$ cat config.mk
export PLATFORM = sky130hd
export DESIGN_NAME = ced_ctrl
export DESIGN_NICKNAME = d
export VERILOG_FILES = /design/src/rtl/ced_pkg.sv /design/src/rtl/ced_ctrl.sv
export SDC_FILE = /design/constraint.sdc
export NUM_CORES = 1
export LEC_CHECK = 0
export BUFFER_PORTS_ARGS = -buffer_cell sky130_fd_sc_hd__buf_2
export CORE_UTILIZATION = 45
export CTS_CLUSTER_SIZE = 8
export DETAILED_ROUTE_END_ITERATION = 8
export HOLD_SLACK_MARGIN = 0.15
export PLACE_DENSITY = 0.72
export SLEW_MARGIN = 20
export SYNTH_ARGS = -nofsm -noshare
export SYNTH_HDL_FRONTEND = slang
export SYNTH_SLANG_ARGS = --single-unit
$ cat constraint.sdc
create_clock -name clk -period 1.5 [get_ports clk]
set_input_delay 0.15 -clock clk [delete_from_list [all_inputs] [get_ports clk]]
set_output_delay 0.15 -clock clk [all_outputs]
set_load 0.01 [all_outputs]
$ cat src/rtl/ced_pkg.sv
// Shared package of the cross-entropy categorical update block.
// Holds field widths, reset values, command codes and the controller/datapath structs.
// No dependencies.
`default_nettype none

package ced_pkg;

  // Defaults of the top-level parameters.
  localparam int DEF_ROWS       = 64;
  localparam int DEF_CHOICES    = 16;
  localparam int DEF_COUNT_BITS = 8;

  // Fixed field widths.
  localparam int PROB_W        = 16;
  localparam int RATE_W        = 16;
  localparam int CMD_W         = 2;
  localparam int ROW_IDX_W     = 6;
  localparam int CH_IDX_W      = 4;
  localparam int ECOUNT_W      = 8;
  localparam int CHOICES_CFG_W = 5;
  localparam int ROWS_CFG_W    = 7;
  localparam int CFG_DATA_W    = 16;
  localparam int CFG_IDX_W     = 2;

  // Quotient of the shared divider: 17 bits covers every blended probability
  // before saturation and the uniform value for a single option.
  localparam int QUO_W     = 17;
  localparam int QUO_CNT_W = 5;

  localparam logic [QUO_W-1:0]  PROB_ONE  = 17'h10000;  // 1.0 in Q1.16
  localparam logic [QUO_W-1:0]  PROB_HALF = 17'h08000;  // rounding offset
  localparam logic [PROB_W-1:0] PROB_MAX  = 16'hFFFF;

  // Reset values of the configuration registers.
  localparam logic [RATE_W-1:0]        RATE_RESET    = 16'h8000;
  localparam logic [CHOICES_CFG_W-1:0] CHOICES_RESET = 5'd16;
  localparam logic [ROWS_CFG_W-1:0]    ROWS_RESET    = 7'd64;

  // Configuration register indexes.
  localparam logic [CFG_IDX_W-1:0] REG_RATE    = 2'd0;
  localparam logic [CFG_IDX_W-1:0] REG_CHOICES = 2'd1;
  localparam logic [CFG_IDX_W-1:0] REG_ROWS    = 2'd2;

  typedef enum logic [CMD_W-1:0] {
    CMD_COUNT  = 2'd0,
    CMD_UPDATE = 2'd1,
    CMD_READ   = 2'd2,
    CMD_INIT   = 2'd3
  } cmd_t;

  // Commands from the controller to the datapath.
  typedef struct packed {
    logic load_item;
    logic clr_init;
    logic clr_step;
    logic row_init;
    logic row_next;
    logic ch_next;
    logic ch_restart;
    logic sum_acc;
    logic mul_first;
    logic mul_second;
    logic div_upd;
    logic div_uni;
    logic uni_take;
    logic uni_write;
    logic upd_write;
    logic cnt_write;
    logic out_load;
  } dp_cmd_t;

  // Status from the datapath to the controller.
  typedef struct packed {
    cmd_t cmd;
    logic last_ch;
    logic last_row;
    logic clr_last;
    logic sum_zero;
    logic div_busy;
    logic out_free;
  } dp_stat_t;

endpackage

`default_nettype wire

$ cat src/rtl/ced_ctrl.sv
// Controller state machine: sequences count, read, uniform fill, update and
// count clearing sweeps through datapath commands. Depends on ced_pkg.
`default_nettype none

module ced_ctrl (
  input  logic              clk,
  input  logic              rst_n,
  input  logic              in_valid,
  output logic              in_ready,
  input  ced_pkg::dp_stat_t stat,
  output ced_pkg::dp_cmd_t  cmd
);
  import ced_pkg::*;

  typedef enum logic [4:0] {
    S_BOOT,
    S_IDLE,
    S_DISPATCH,
    S_CNT_RD,
    S_CNT_WR,
    S_READ_RD,
    S_UNI_DIV,
    S_UNI_WAIT,
    S_UNI_FILL,
    S_SUM_RD,
    S_SUM_ACC,
    S_ROW_CHK,
    S_UPD_RD,
    S_UPD_MUL,
    S_UPD_MUL2,
    S_UPD_DIV,
    S_UPD_WAIT,
    S_UPD_WR,
    S_CLEAR,
    S_FINISH
  } state_t;

  state_t state_r;
  state_t state_nxt;
  logic   ready_r;

  always_comb begin
    cmd       = '0;
    state_nxt = state_r;
    case (state_r)
      S_BOOT: begin
        cmd.clr_step = 1'b1;
        if (stat.clr_last) state_nxt = S_IDLE;
      end
      S_IDLE: begin
        if (in_valid && ready_r) begin
          cmd.load_item = 1'b1;
          state_nxt     = S_DISPATCH;
        end
      end
      S_DISPATCH: begin
        case (stat.cmd)
          CMD_COUNT:  state_nxt = S_CNT_RD;
          CMD_READ:   state_nxt = S_READ_RD;
          CMD_INIT:   state_nxt = S_UNI_DIV;
          CMD_UPDATE: begin
            cmd.row_init = 1'b1;
            state_nxt    = S_SUM_RD;
          end
          default:    state_nxt = S_FINISH;
        endcase
      end
      S_CNT_RD:  state_nxt = S_CNT_WR;
      S_CNT_WR: begin
        cmd.cnt_write = 1'b1;
        state_nxt     = S_FINISH;
      end
      S_READ_RD: state_nxt = S_FINISH;
      S_UNI_DIV: begin
        cmd.div_uni = 1'b1;
        state_nxt   = S_UNI_WAIT;
      end
      S_UNI_WAIT: begin
        if (!stat.div_busy) begin
          cmd.uni_take = 1'b1;
          cmd.row_init = 1'b1;
          state_nxt    = S_UNI_FILL;
        end
      end
      S_UNI_FILL: begin
        cmd.uni_write = 1'b1;
        if (!stat.last_ch) begin
          cmd.ch_next = 1'b1;
        end else if (!stat.last_row) begin
          cmd.row_next = 1'b1;
        end else begin
          cmd.clr_init = 1'b1;
          state_nxt    = S_CLEAR;
        end
      end
      S_SUM_RD:  state_nxt = S_SUM_ACC;
      S_SUM_ACC: begin
        cmd.sum_acc = 1'b1;
        if (stat.last_ch) begin
          cmd.ch_restart = 1'b1;
          state_nxt      = S_ROW_CHK;
        end else begin
          cmd.ch_next = 1'b1;
          state_nxt   = S_SUM_RD;
        end
      end
      S_ROW_CHK: begin
        // A row without elite counts keeps its probabilities.
        if (!stat.sum_zero) begin
          state_nxt = S_UPD_MUL;
        end else if (!stat.last_row) begin
          cmd.row_next = 1'b1;
          state_nxt    = S_SUM_RD;
        end else begin
          cmd.clr_init = 1'b1;
          state_nxt    = S_CLEAR;
        end
      end
      S_UPD_RD:  state_nxt = S_UPD_MUL;
      S_UPD_MUL: begin
        cmd.mul_first = 1'b1;
        state_nxt     = S_UPD_MUL2;
      end
      S_UPD_MUL2: begin
        cmd.mul_second = 1'b1;
        state_nxt      = S_UPD_DIV;
      end
      S_UPD_DIV: begin
        cmd.div_upd = 1'b1;
        state_nxt   = S_UPD_WAIT;
      end
      S_UPD_WAIT: begin
        if (!stat.div_busy) state_nxt = S_UPD_WR;
      end
      S_UPD_WR: begin
        cmd.upd_write = 1'b1;
        if (!stat.last_ch) begin
          cmd.ch_next = 1'b1;
          state_nxt   = S_UPD_RD;
        end else if (!stat.last_row) begin
          cmd.row_next = 1'b1;
          state_nxt    = S_SUM_RD;
        end else begin
          cmd.clr_init = 1'b1;
          state_nxt    = S_CLEAR;
        end
      end
      S_CLEAR: begin
        cmd.clr_step = 1'b1;
        if (stat.clr_last) state_nxt = S_FINISH;
      end
      S_FINISH: begin
        if (stat.out_free) begin
          cmd.out_load = 1'b1;
          state_nxt    = S_IDLE;
        end
      end
      default: state_nxt = S_IDLE;
    endcase
  end

  always_ff @(posedge clk) begin
    if (!rst_n) begin
      state_r <= S_BOOT;
      ready_r <= 1'b0;
    end else begin
      state_r <= state_nxt;
      ready_r <= (state_nxt == S_IDLE);
    end
  end

  assign in_ready = ready_r;

endmodule

`default_nettype wire

==> metrics list, run 1 <==
* Result of the run: did not finish
* Synthesized flop and latch total: 6
- The run ended at global routing (5_1_grt).
* CTS Buf Count: 3
- In this run the deepest clock path goes through 2 buffers.
- Worst EP post-GRT repair: cmd[15]
- Pre-CTS worst setup slack: -269 ps
- Number of H-tree levels: 1
- Entering global routing, the biggest net connects 10 pins.
- Library cell used as clock root buffer: sky130_fd_sc_hd__clkbuf_4
* Syn Area/Cell: 7.37 um2
* Routability cong.: 0.926
* CTS sink cnt: 6
- Counting flops with a built-in enable in the synthesized netlist gives 0.
- Primary flip-flop cell chosen by synthesis mapping: sky130_fd_sc_hd__dfxtp_1
- In this run the cell area of the synthesized design comes to just over 900 um2.
- Error that halted the flow: [ERROR DPL-0038] Utilization greater than 100%, impossible to legalize
- In this run, post-CTS hold repair placed 0 buffers.
- Counting distinct cell types in the post-synthesis netlist gives 49.
- Count of mapped cells out of synthesis: 123
* Sequential area share after synthesis: 13.2%
* Number of warnings issued by yosys: 0
- Async set-reset flop share out of synthesis: 0%
- Worst-path end type: top-level output
- The count of buffers added on input and output ports is 28.
- Die boundary width: 46.9 um
- Once detailed placement completed, the half-perimeter wirelength came to ~2.5 mm.
* Cell row count: 15
- Measured along the y axis, the die boundary spans 46.9 um.
- 29 I/O pins were placed.
* Starting density of the core: 50.3%
- Synth Net Count: 140
through the flow:
step	TNS (ps)	instances	instance area, um2
after global placement	-1070	203	1330
after detailed placement	-1500	203	1330
after floorplan	-108	123	967
after CTS	-1970	213	1590
cell families after synthesis:
family	Yosys count	synth area share, %
buffers and inverters	20	11.7
AND/OR/NAND/NOR	59	40.6
XOR/XNOR	1	0.966
AO/OA/AOI/OAI	31	25.2
adder cells (fa/ha/maj)	6	8.28
flip-flops	6	13.2
what timing repair did:
action,4_1_cts
pin swaps,8
setup buffers,7
endpoints found under the setup margin,23
resized for setup,44
synth_stat cells (all sizes together) (2+ instances only):
master	n	area [um2]
a221oi	2	17.5
and2	2	12.5
nor4	5	37.5
nor2	8	30.0
clkbuf	2	7.51
buf	8	61.3
or3b	2	17.5
and3	3	18.8
nand3	7	35.0
o21ai	4	20.0
o311ai	2	17.5
and3b	3	26.3
nor3	4	20.0
or3	2	12.5
a31oi	2	12.5
dfxtp	6	120
a21oi	8	43.8
inv	10	37.5
o31ai	2	15.0
nor3b	2	20.0
nand2	8	30.0
ha	6	75.1
nand2b	3	18.8
nor2b	4	25.0
==> run 2: changes to the inputs <==
--- a/config.mk
+++ b/config.mk
@@ -6,11 +6,10 @@
 export NUM_CORES = 1
 export LEC_CHECK = 0
 export BUFFER_PORTS_ARGS = -buffer_cell sky130_fd_sc_hd__buf_2
-export CORE_UTILIZATION = 45
-export CTS_CLUSTER_SIZE = 8
+export CORE_AREA = 2 2 63 65
 export DETAILED_ROUTE_END_ITERATION = 8
-export HOLD_SLACK_MARGIN = 0.15
-export PLACE_DENSITY = 0.72
+export DIE_AREA = 0 0 65 67
+export PLACE_DENSITY_LB_ADDON = 0.15
 export SLEW_MARGIN = 20
 export SYNTH_ARGS = -nofsm -noshare
 export SYNTH_HDL_FRONTEND = slang
==> constraint.sdc (replaced) <==
create_clock -name clk -period 2 [get_ports clk]
set_input_delay 0.2 -clock clk [delete_from_list [all_inputs] [get_ports clk]]
set_output_delay 0.2 -clock clk [all_outputs]
set_load 0.01 [all_outputs]
==> metrics list, run 2 <==
* Combined global-route utilization of all metal layers: 14.3%
- Most frequent standard cell in the layout excluding fill and tap cells: sky130_fd_sc_hd__buf_2
* Unique masters post-synth: 49
- Synthesized flop and latch total: 6
- Ratio of final minimum period to clock period: a little over nine tenths
- Final Max Tran Viols: 0
* Result of the run: completed
- The floorplan has 22 rows.
- Critical Path End Type: output pin
- The share of the Yosys chip area taken by registers is 13.2%.
- Crit path time final: about 1900 ps
- The via count of the first global-routing pass came to 1,058.
- Synth Net Count: 140
* Hold buffers post-CTS: 0
- In this run the number of H-tree levels came out at 1.
* Leakage: 0.593 nW
* Async set-reset flop share out of synthesis: 0%
* Count of flip-flops with a built-in enable after synthesis: 0
* Max Clock Freq: ~0.53 GHz
- Library cell used as clock root buffer: sky130_fd_sc_hd__clkbuf_8
- Max-cap violations in this run came to 0.
- FF-to-FF path depth: 6
- For this block, the initial DRC count from the detailed router was 63.
- On the final layout, the worst clock skew is approximately 0.55 ps.
* Number of warnings issued by yosys: 0
* Max FFs per register: 5
- The core region is 3610 um2.
* Layout cell share with drive strength beyond 1: 42.2%
* CTS Buf Count: 3
- Crit Path Category: reg -> out
- Max Buffers Root-to-Sink: 2
- Global-route wire length before repair: 4.86 mm
* Number of antenna violations at the first check in global routing: 0
- Worst ir drop on vdd: approximately 0.29 mV
- Setup TNS: 0 ps
* Final hold slack: 228 ps
- Sorting the synthesized cells by how often they occur yields sky130_fd_sc_hd__inv_1 (9), sky130_fd_sc_hd__nand2_1 (8), sky130_fd_sc_hd__nor2_1 (8).
- Most frequent cells in the layout: sky130_fd_sc_hd__buf_2 (28), sky130_fd_sc_hd__buf_4 (17), sky130_fd_sc_hd__inv_1 (9)
* Count of mapped cells out of synthesis: ~120
- The die covers 4360 um2.
- Antenna violation net count after detailed routing: 0
* Final setup violation count: 0
* Top fanout value on the critical path: 10
- Half-perimeter wire length after placement: 2.38 mm
* Pwr/cell area: 1150 nW/um2
- After detailed routing, the number of remaining DRC violations is 0.
* P&R area growth vs syn: 34.8%
- The later pin in the worst-skew pair is clocked with a latency of 220 ps.
- The synthesized design spends more area on one cell type than any other, namely sky130_fd_sc_hd__dfxtp_1.
- Layout Nets: 180
- The worst pin sits at a relative slew slack of 64.9%.
- CTS sink cnt: 6
- Portion of synthesized cell area occupied by the leading cell type: between 10% and 20%
- In this run the mean area of a mapped cell was ~7.4 um2.
* Vert. Die Dim: 67 um
- Primary flip-flop cell chosen by synthesis mapping: sky130_fd_sc_hd__dfxtp_1
- CTS clock-pin slew for the worst setup and hold paths: 40 ps
- Maximum number of pins on one net before global-route repair: 13
* Total wire length after detailed routing: a little under 3 mm
- Detailed routing inserted a total of 1,068 vias.
* Largest register by flop count: state_r
- In the post-synthesis netlist, the cell with the most instances is sky130_fd_sc_hd__inv_1.
* TritonCTS clock tree: built
* Slew at the pin closest to its max-slew limit: 513 ps
* Number of vias per cell after detailed routing: a little over 5
- Netlist Area Pre-Place: 907 um2
* Congestion Overflow GR: 0
* Top cells by area, synth: sky130_fd_sc_hd__dfxtp_1 (13%), sky130_fd_sc_hd__ha_1 (8.3%), sky130_fd_sc_hd__a21oi_1 (3.9%)
- Hold/Removal Path Class: in -> reg
- The worst setup path is launched from a flip-flop.
* I/O pin count: 29
- Arrival time reported for the critical path endpoint: roughly 1700 ps
* Number of inserted diodes: 0
* Starting density of the core: 25.2%
* Final routed wire length divided by cell count: 14.2 um
* Count of endpoints failing hold in the final timing report: 0
- The congestion estimate from routability-driven global placement came to 0.816.
* Total of buffers placed on input and output ports: 28
- Counting instances, the worst hold path has a depth of 2.
- Critical path required time: around 1800 ps
* RSZ-0062 raised after global routing: yes
* Initial DRT Pass Iterations: 4
- Measured along the x axis, the die boundary spans 65 um.
[run 2: cell families after synthesis]
logic type / after synthesis / synth area share, %
XOR/XNOR: 1 / 0.966
buffers and inverters: 20 / 11.7
AND/OR/NAND/NOR: 59 / 40.6
flip-flops: 6 / 13.2
adder cells (fa/ha/maj): 6 / 8.28
AO/OA/AOI/OAI: 31 / 25.2
[run 2: critical path, stage by stage (launching register included)]
cell	delay (ps)
sky130_fd_sc_hd__dfxtp_1	380
sky130_fd_sc_hd__buf_4	200
sky130_fd_sc_hd__nor3b_2	250
sky130_fd_sc_hd__nand4_1	170
sky130_fd_sc_hd__a21boi_2	210
sky130_fd_sc_hd__buf_4	140
sky130_fd_sc_hd__buf_2	120
[run 2: final cells by class]
cell class | instances | area, um2
fill | 388 | 2380
multi-input combinational | 97 | 692
timing repair buffer | 45 | 268
sequential | 6 | 124
tap | 48 | 60.1
clock buffer | 3 | 41.3
inverter | 10 | 37.5
[run 2: final timing paths]
| path | end | slack [ps] | startpoint |
|---|---|---|---|
| hold reg to reg | state_r[2] | 880 | state_r[2] |
| setup reg to reg | in_ready | 120 | state_r[2] |
| setup / recovery | cmd[15] | 110 | state_r[2] |
| hold / removal | state_r[4] | 230 | rst_n |
[run 2: power breakdown]
| group | total, mW | leakage, nW | internal (mW) | switching (mW) |
|---|---|---|---|---|
| Clock | 0.180 | 0.0216 | 0.129 | 0.0513 |
| Combinational | 0.950 | 0.521 | 0.458 | 0.492 |
| Sequential | 0.276 | 0.0502 | 0.169 | 0.107 |
| Total | 1.41 | 0.593 | 0.756 | 0.650 |
[run 2: metal layers]
layer	share of wire (%)	global-route usage [%]	vias to the layer above
met3	7.2	3.72	4
met5	0	0	-
met2	50	25.0	50
met1	42	17.6	487
li1	-	-	527
met4	0.91	3.19	0
[run 2: repair_timing]
action,in CTS,in global routing
setup buffers,0,0
resized for setup,1,4
setup endpoints to repair,2,5
[run 2: metrics by stage]
stage / power [mW] / setup WS, ps / area, um2 / std cells / utilization (%)
4_1_cts: 1.40 / 2.96 / 1210 / 209 / 33.5
3_3_place_gp: 1.23 / 83.4 / 1170 / 206 / 32.3
3_5_place_dp: 1.20 / 88.1 / 1170 / 206 / 32.3
5_1_grt: 1.53 / -14.1 / 1220 / 209 / 33.9
2_1_floorplan: 0.892 / 320 / 907 / 123 / -
6_report: 1.41 / 108 / 1220 / 209 / 33.9
No activity file was read; power rests on OpenSTA's default activity.
==> run 3: changes to the inputs <==
--- a/config.mk
+++ b/config.mk
@@ -6,6 +6,8 @@
 export NUM_CORES = 1
 export LEC_CHECK = 0
 export BUFFER_PORTS_ARGS = -buffer_cell sky130_fd_sc_hd__buf_2
+export CELL_PAD_IN_SITES_DETAIL_PLACEMENT = 2
+export CELL_PAD_IN_SITES_GLOBAL_PLACEMENT = 2
 export CORE_AREA = 2 2 63 65
 export DETAILED_ROUTE_END_ITERATION = 8
 export DIE_AREA = 0 0 65 67
==> metrics list, run 3 (synthesized netlist as in run 2, its figures left out) <==
- After detailed routing, the met2 layer carries 1.77 mm of wire.
- Setup violations remaining at the end of the flow were counted as 0.
* Via count of the first global-routing pass: roughly 1,100
- The number of buffers and inverters on the critical path is 1.
- Global routing used 17.5% of the available tracks across all layers.
- At the pin with the least slew margin, the transition time is around 450 ps.
- The later pin in the worst-skew pair is clocked with a latency of 220 ps.
- Floorplan core area: 3610 um2
* Library cell used as clock root buffer: sky130_fd_sc_hd__clkbuf_8
- The number of antenna diodes in the final layout is 0.
* Max FFs per register: 5
- Result of the run: completed
* Worst ir drop on vdd: 0.262 mV
- Routed signal wires occupy layers up through met4.
- Die boundary width: 65 um
- In this run the remaining antenna-violating nets after routing total 0.
- Critical path required time: 2140 ps
* Final Max Tran Viols: 0
* Reg2reg start: state_r[3]
- TritonCTS clock tree: built
* Max Buffers Root-to-Sink: 2
- At the end of routability-driven placement, the weighted congestion stood at ~0.79.
- After detailed routing, the total wire length is 3.55 mm.
* Power share of the sequential group: 19.2%
- Crit Path Category: reg -> reg
- Global-route wire length before repair: 5.79 mm
- For this block, wires on met1 add up to 1.62 mm.
* Min-delay src: rst_n
* Top fanout value on the critical path: 15
* Hold buffers post-CTS: 0
- Summed over all nets, the switching power comes to 0.678 mW.
* Startpoint type of the worst setup path: flip-flop
- Detailed router's first-iteration violation count: 21
* Worst Skew: 4.57 ps
* Max-slew headroom at the worst pin: 69.2%
* Slack of the worst reg-to-reg path: roughly 180 ps
- Critical Path End Type: flip-flop
- Layout cell share with drive strength beyond 1: between 40% and 50%
- The analysis attributes to cell leakage a power of 0.576 nW.
* Total Power Consumption: 1.43 mW
- Across all layers, the routed design uses 1,043 vias.
- Comb pwr share: 68.1%
- The count of buffers added on input and output ports is 28.
* Final Util: 33.5%
- The first TritonRoute pass finished after 4 iterations.
- The clock network is responsible for about 13% of the overall power.
- In this run the number of H-tree levels came out at 1.
- Number of vias per cell after detailed routing: roughly 5.1
* Ratio of final minimum period to clock period: 91.1%
- Most frequent standard cell in the layout excluding fill and tap cells: sky130_fd_sc_hd__buf_2
* Starting density of the core: 25.2%
* I/O pin count: 29
* RSZ-0062 raised after global routing: no
- Fill cells in the final layout number about 440.
- CTS sink cnt: 6
- Static timing analysis puts the maximum clock frequency at 0.549 GHz.
- Across all hold checks on the routed design, the worst slack comes to between 200 and 250 ps.
- CTS clock-pin slew for the worst setup and hold paths: 40 ps
- Post-CTS repair changed the size of 2 cells.
- The signal on the critical path passes through buf_12 > or3_1 > o311ai_1 > a22o_1 > o31ai_1 > nor4_2.
- CTS Buf Count: 3
* Final routed wire length divided by cell count: 17.3 um
* Hold/Removal Path Class: in -> reg
- Worst reg2reg path endpoint: in_ready
- Max-cap violations: 0
* Maximum number of pins on one net before global-route repair: 16
- The internal portion of the total power is 0.754 mW.
* DRC violations left: 0
* Pwr/cell area: 1190 nW/um2
- The number of hold-slack violations in the final timing report was 0.
- In this run switching power makes up 47.3% of total power.
- Congestion Overflow GR: 0
- The path with the worst hold slack has its endpoint at state_r[4].
- Detailed placement ended at an HPWL of 2.96 mm.
- For the finished layout, the period the worst path requires is 1820 ps.
- Cell row count: 22
- Summed over all failing endpoints, the final setup total negative slack is 0 ps.
* Met3 Wirelength: 87 um
* Most frequent cells in the layout: sky130_fd_sc_hd__buf_2 (28), sky130_fd_sc_hd__buf_4 (12), sky130_fd_sc_hd__inv_1 (9)
- Arrival time reported for the critical path endpoint: 1960 ps
- The number of antenna violations at the first check in global routing is 0.
* Vert. Die Dim: approximately 67 um
* Die ar.: 4360 um2
- For this run, the slowest stage of the critical path takes 450 ps.
- Layout Nets: between 150 and 200
* FF-to-FF path depth: 6
* Number of buffers inserted by post-CTS setup repair: 0
- CP max-delay cell: sky130_fd_sc_hd__or3_1
- Compared with the post-synthesis result, the final layout area differs by 33.1%.
- Cells on Worst Hold Path: 2
- Grouping stages by cell kind, the critical path spends the most delay in simple AND/OR/NAND/NOR gates.
- The register with the most flip-flops in the final layout is state_r.
[run 3: worst max-delay path by stage]
stage	from	endpoint	slack (ps)	depth (start not counted)
global placement	state_r[3]	state_r[4]	110	6
finish	state_r[3]	in_ready	180	6
global route	state_r[2]	cmd[11]	20	6
floorplan	state_r[3]	in_ready	320	5
CTS	state_r[2]	cmd[13]	50	6
detailed placement	state_r[3]	in_ready	100	5
[run 3: area by class of cell]
cell class	instances	area (um2)	share of cell area (%)
Clock buffer	3	41.3	3.42
Multi-Input combinational cell	97	692	57.3
Tap cell	48	60.1	4.97
Inverter	10	37.5	3.11
Sequential cell	6	126	10.5
Timing Repair Buffer	41	250	20.7
[run 3: power by group through the flow]
| stage | combinational, mW | sequential [mW] | clock, mW |
|---|---|---|---|
| finish | 0.974 | 0.275 | 0.182 |
| global placement | 0.955 | 0.260 | 0 |
| CTS | 0.981 | 0.267 | 0.185 |
| floorplan | 0.701 | 0.192 | 0 |
| detailed placement | 0.968 | 0.264 | 0 |
| global route | 1.07 | 0.291 | 0.193 |
[run 3: through the flow]
step	setup slack [ps]	std cells	area, um2
CTS	54.3	205	1200
detailed placement	97.3	202	1150
floorplan	320	123	907
global route	19.7	205	1210
finish	177	205	1210
global placement	113	202	1150
[run 3: metal layers]
layer / track usage (%) / vias up
met4: 6.12 / 0
met2: 30.4 / 24
li1: - / 516
met3: 1.35 / 6
met5: 0 / -
met1: 22.6 / 497
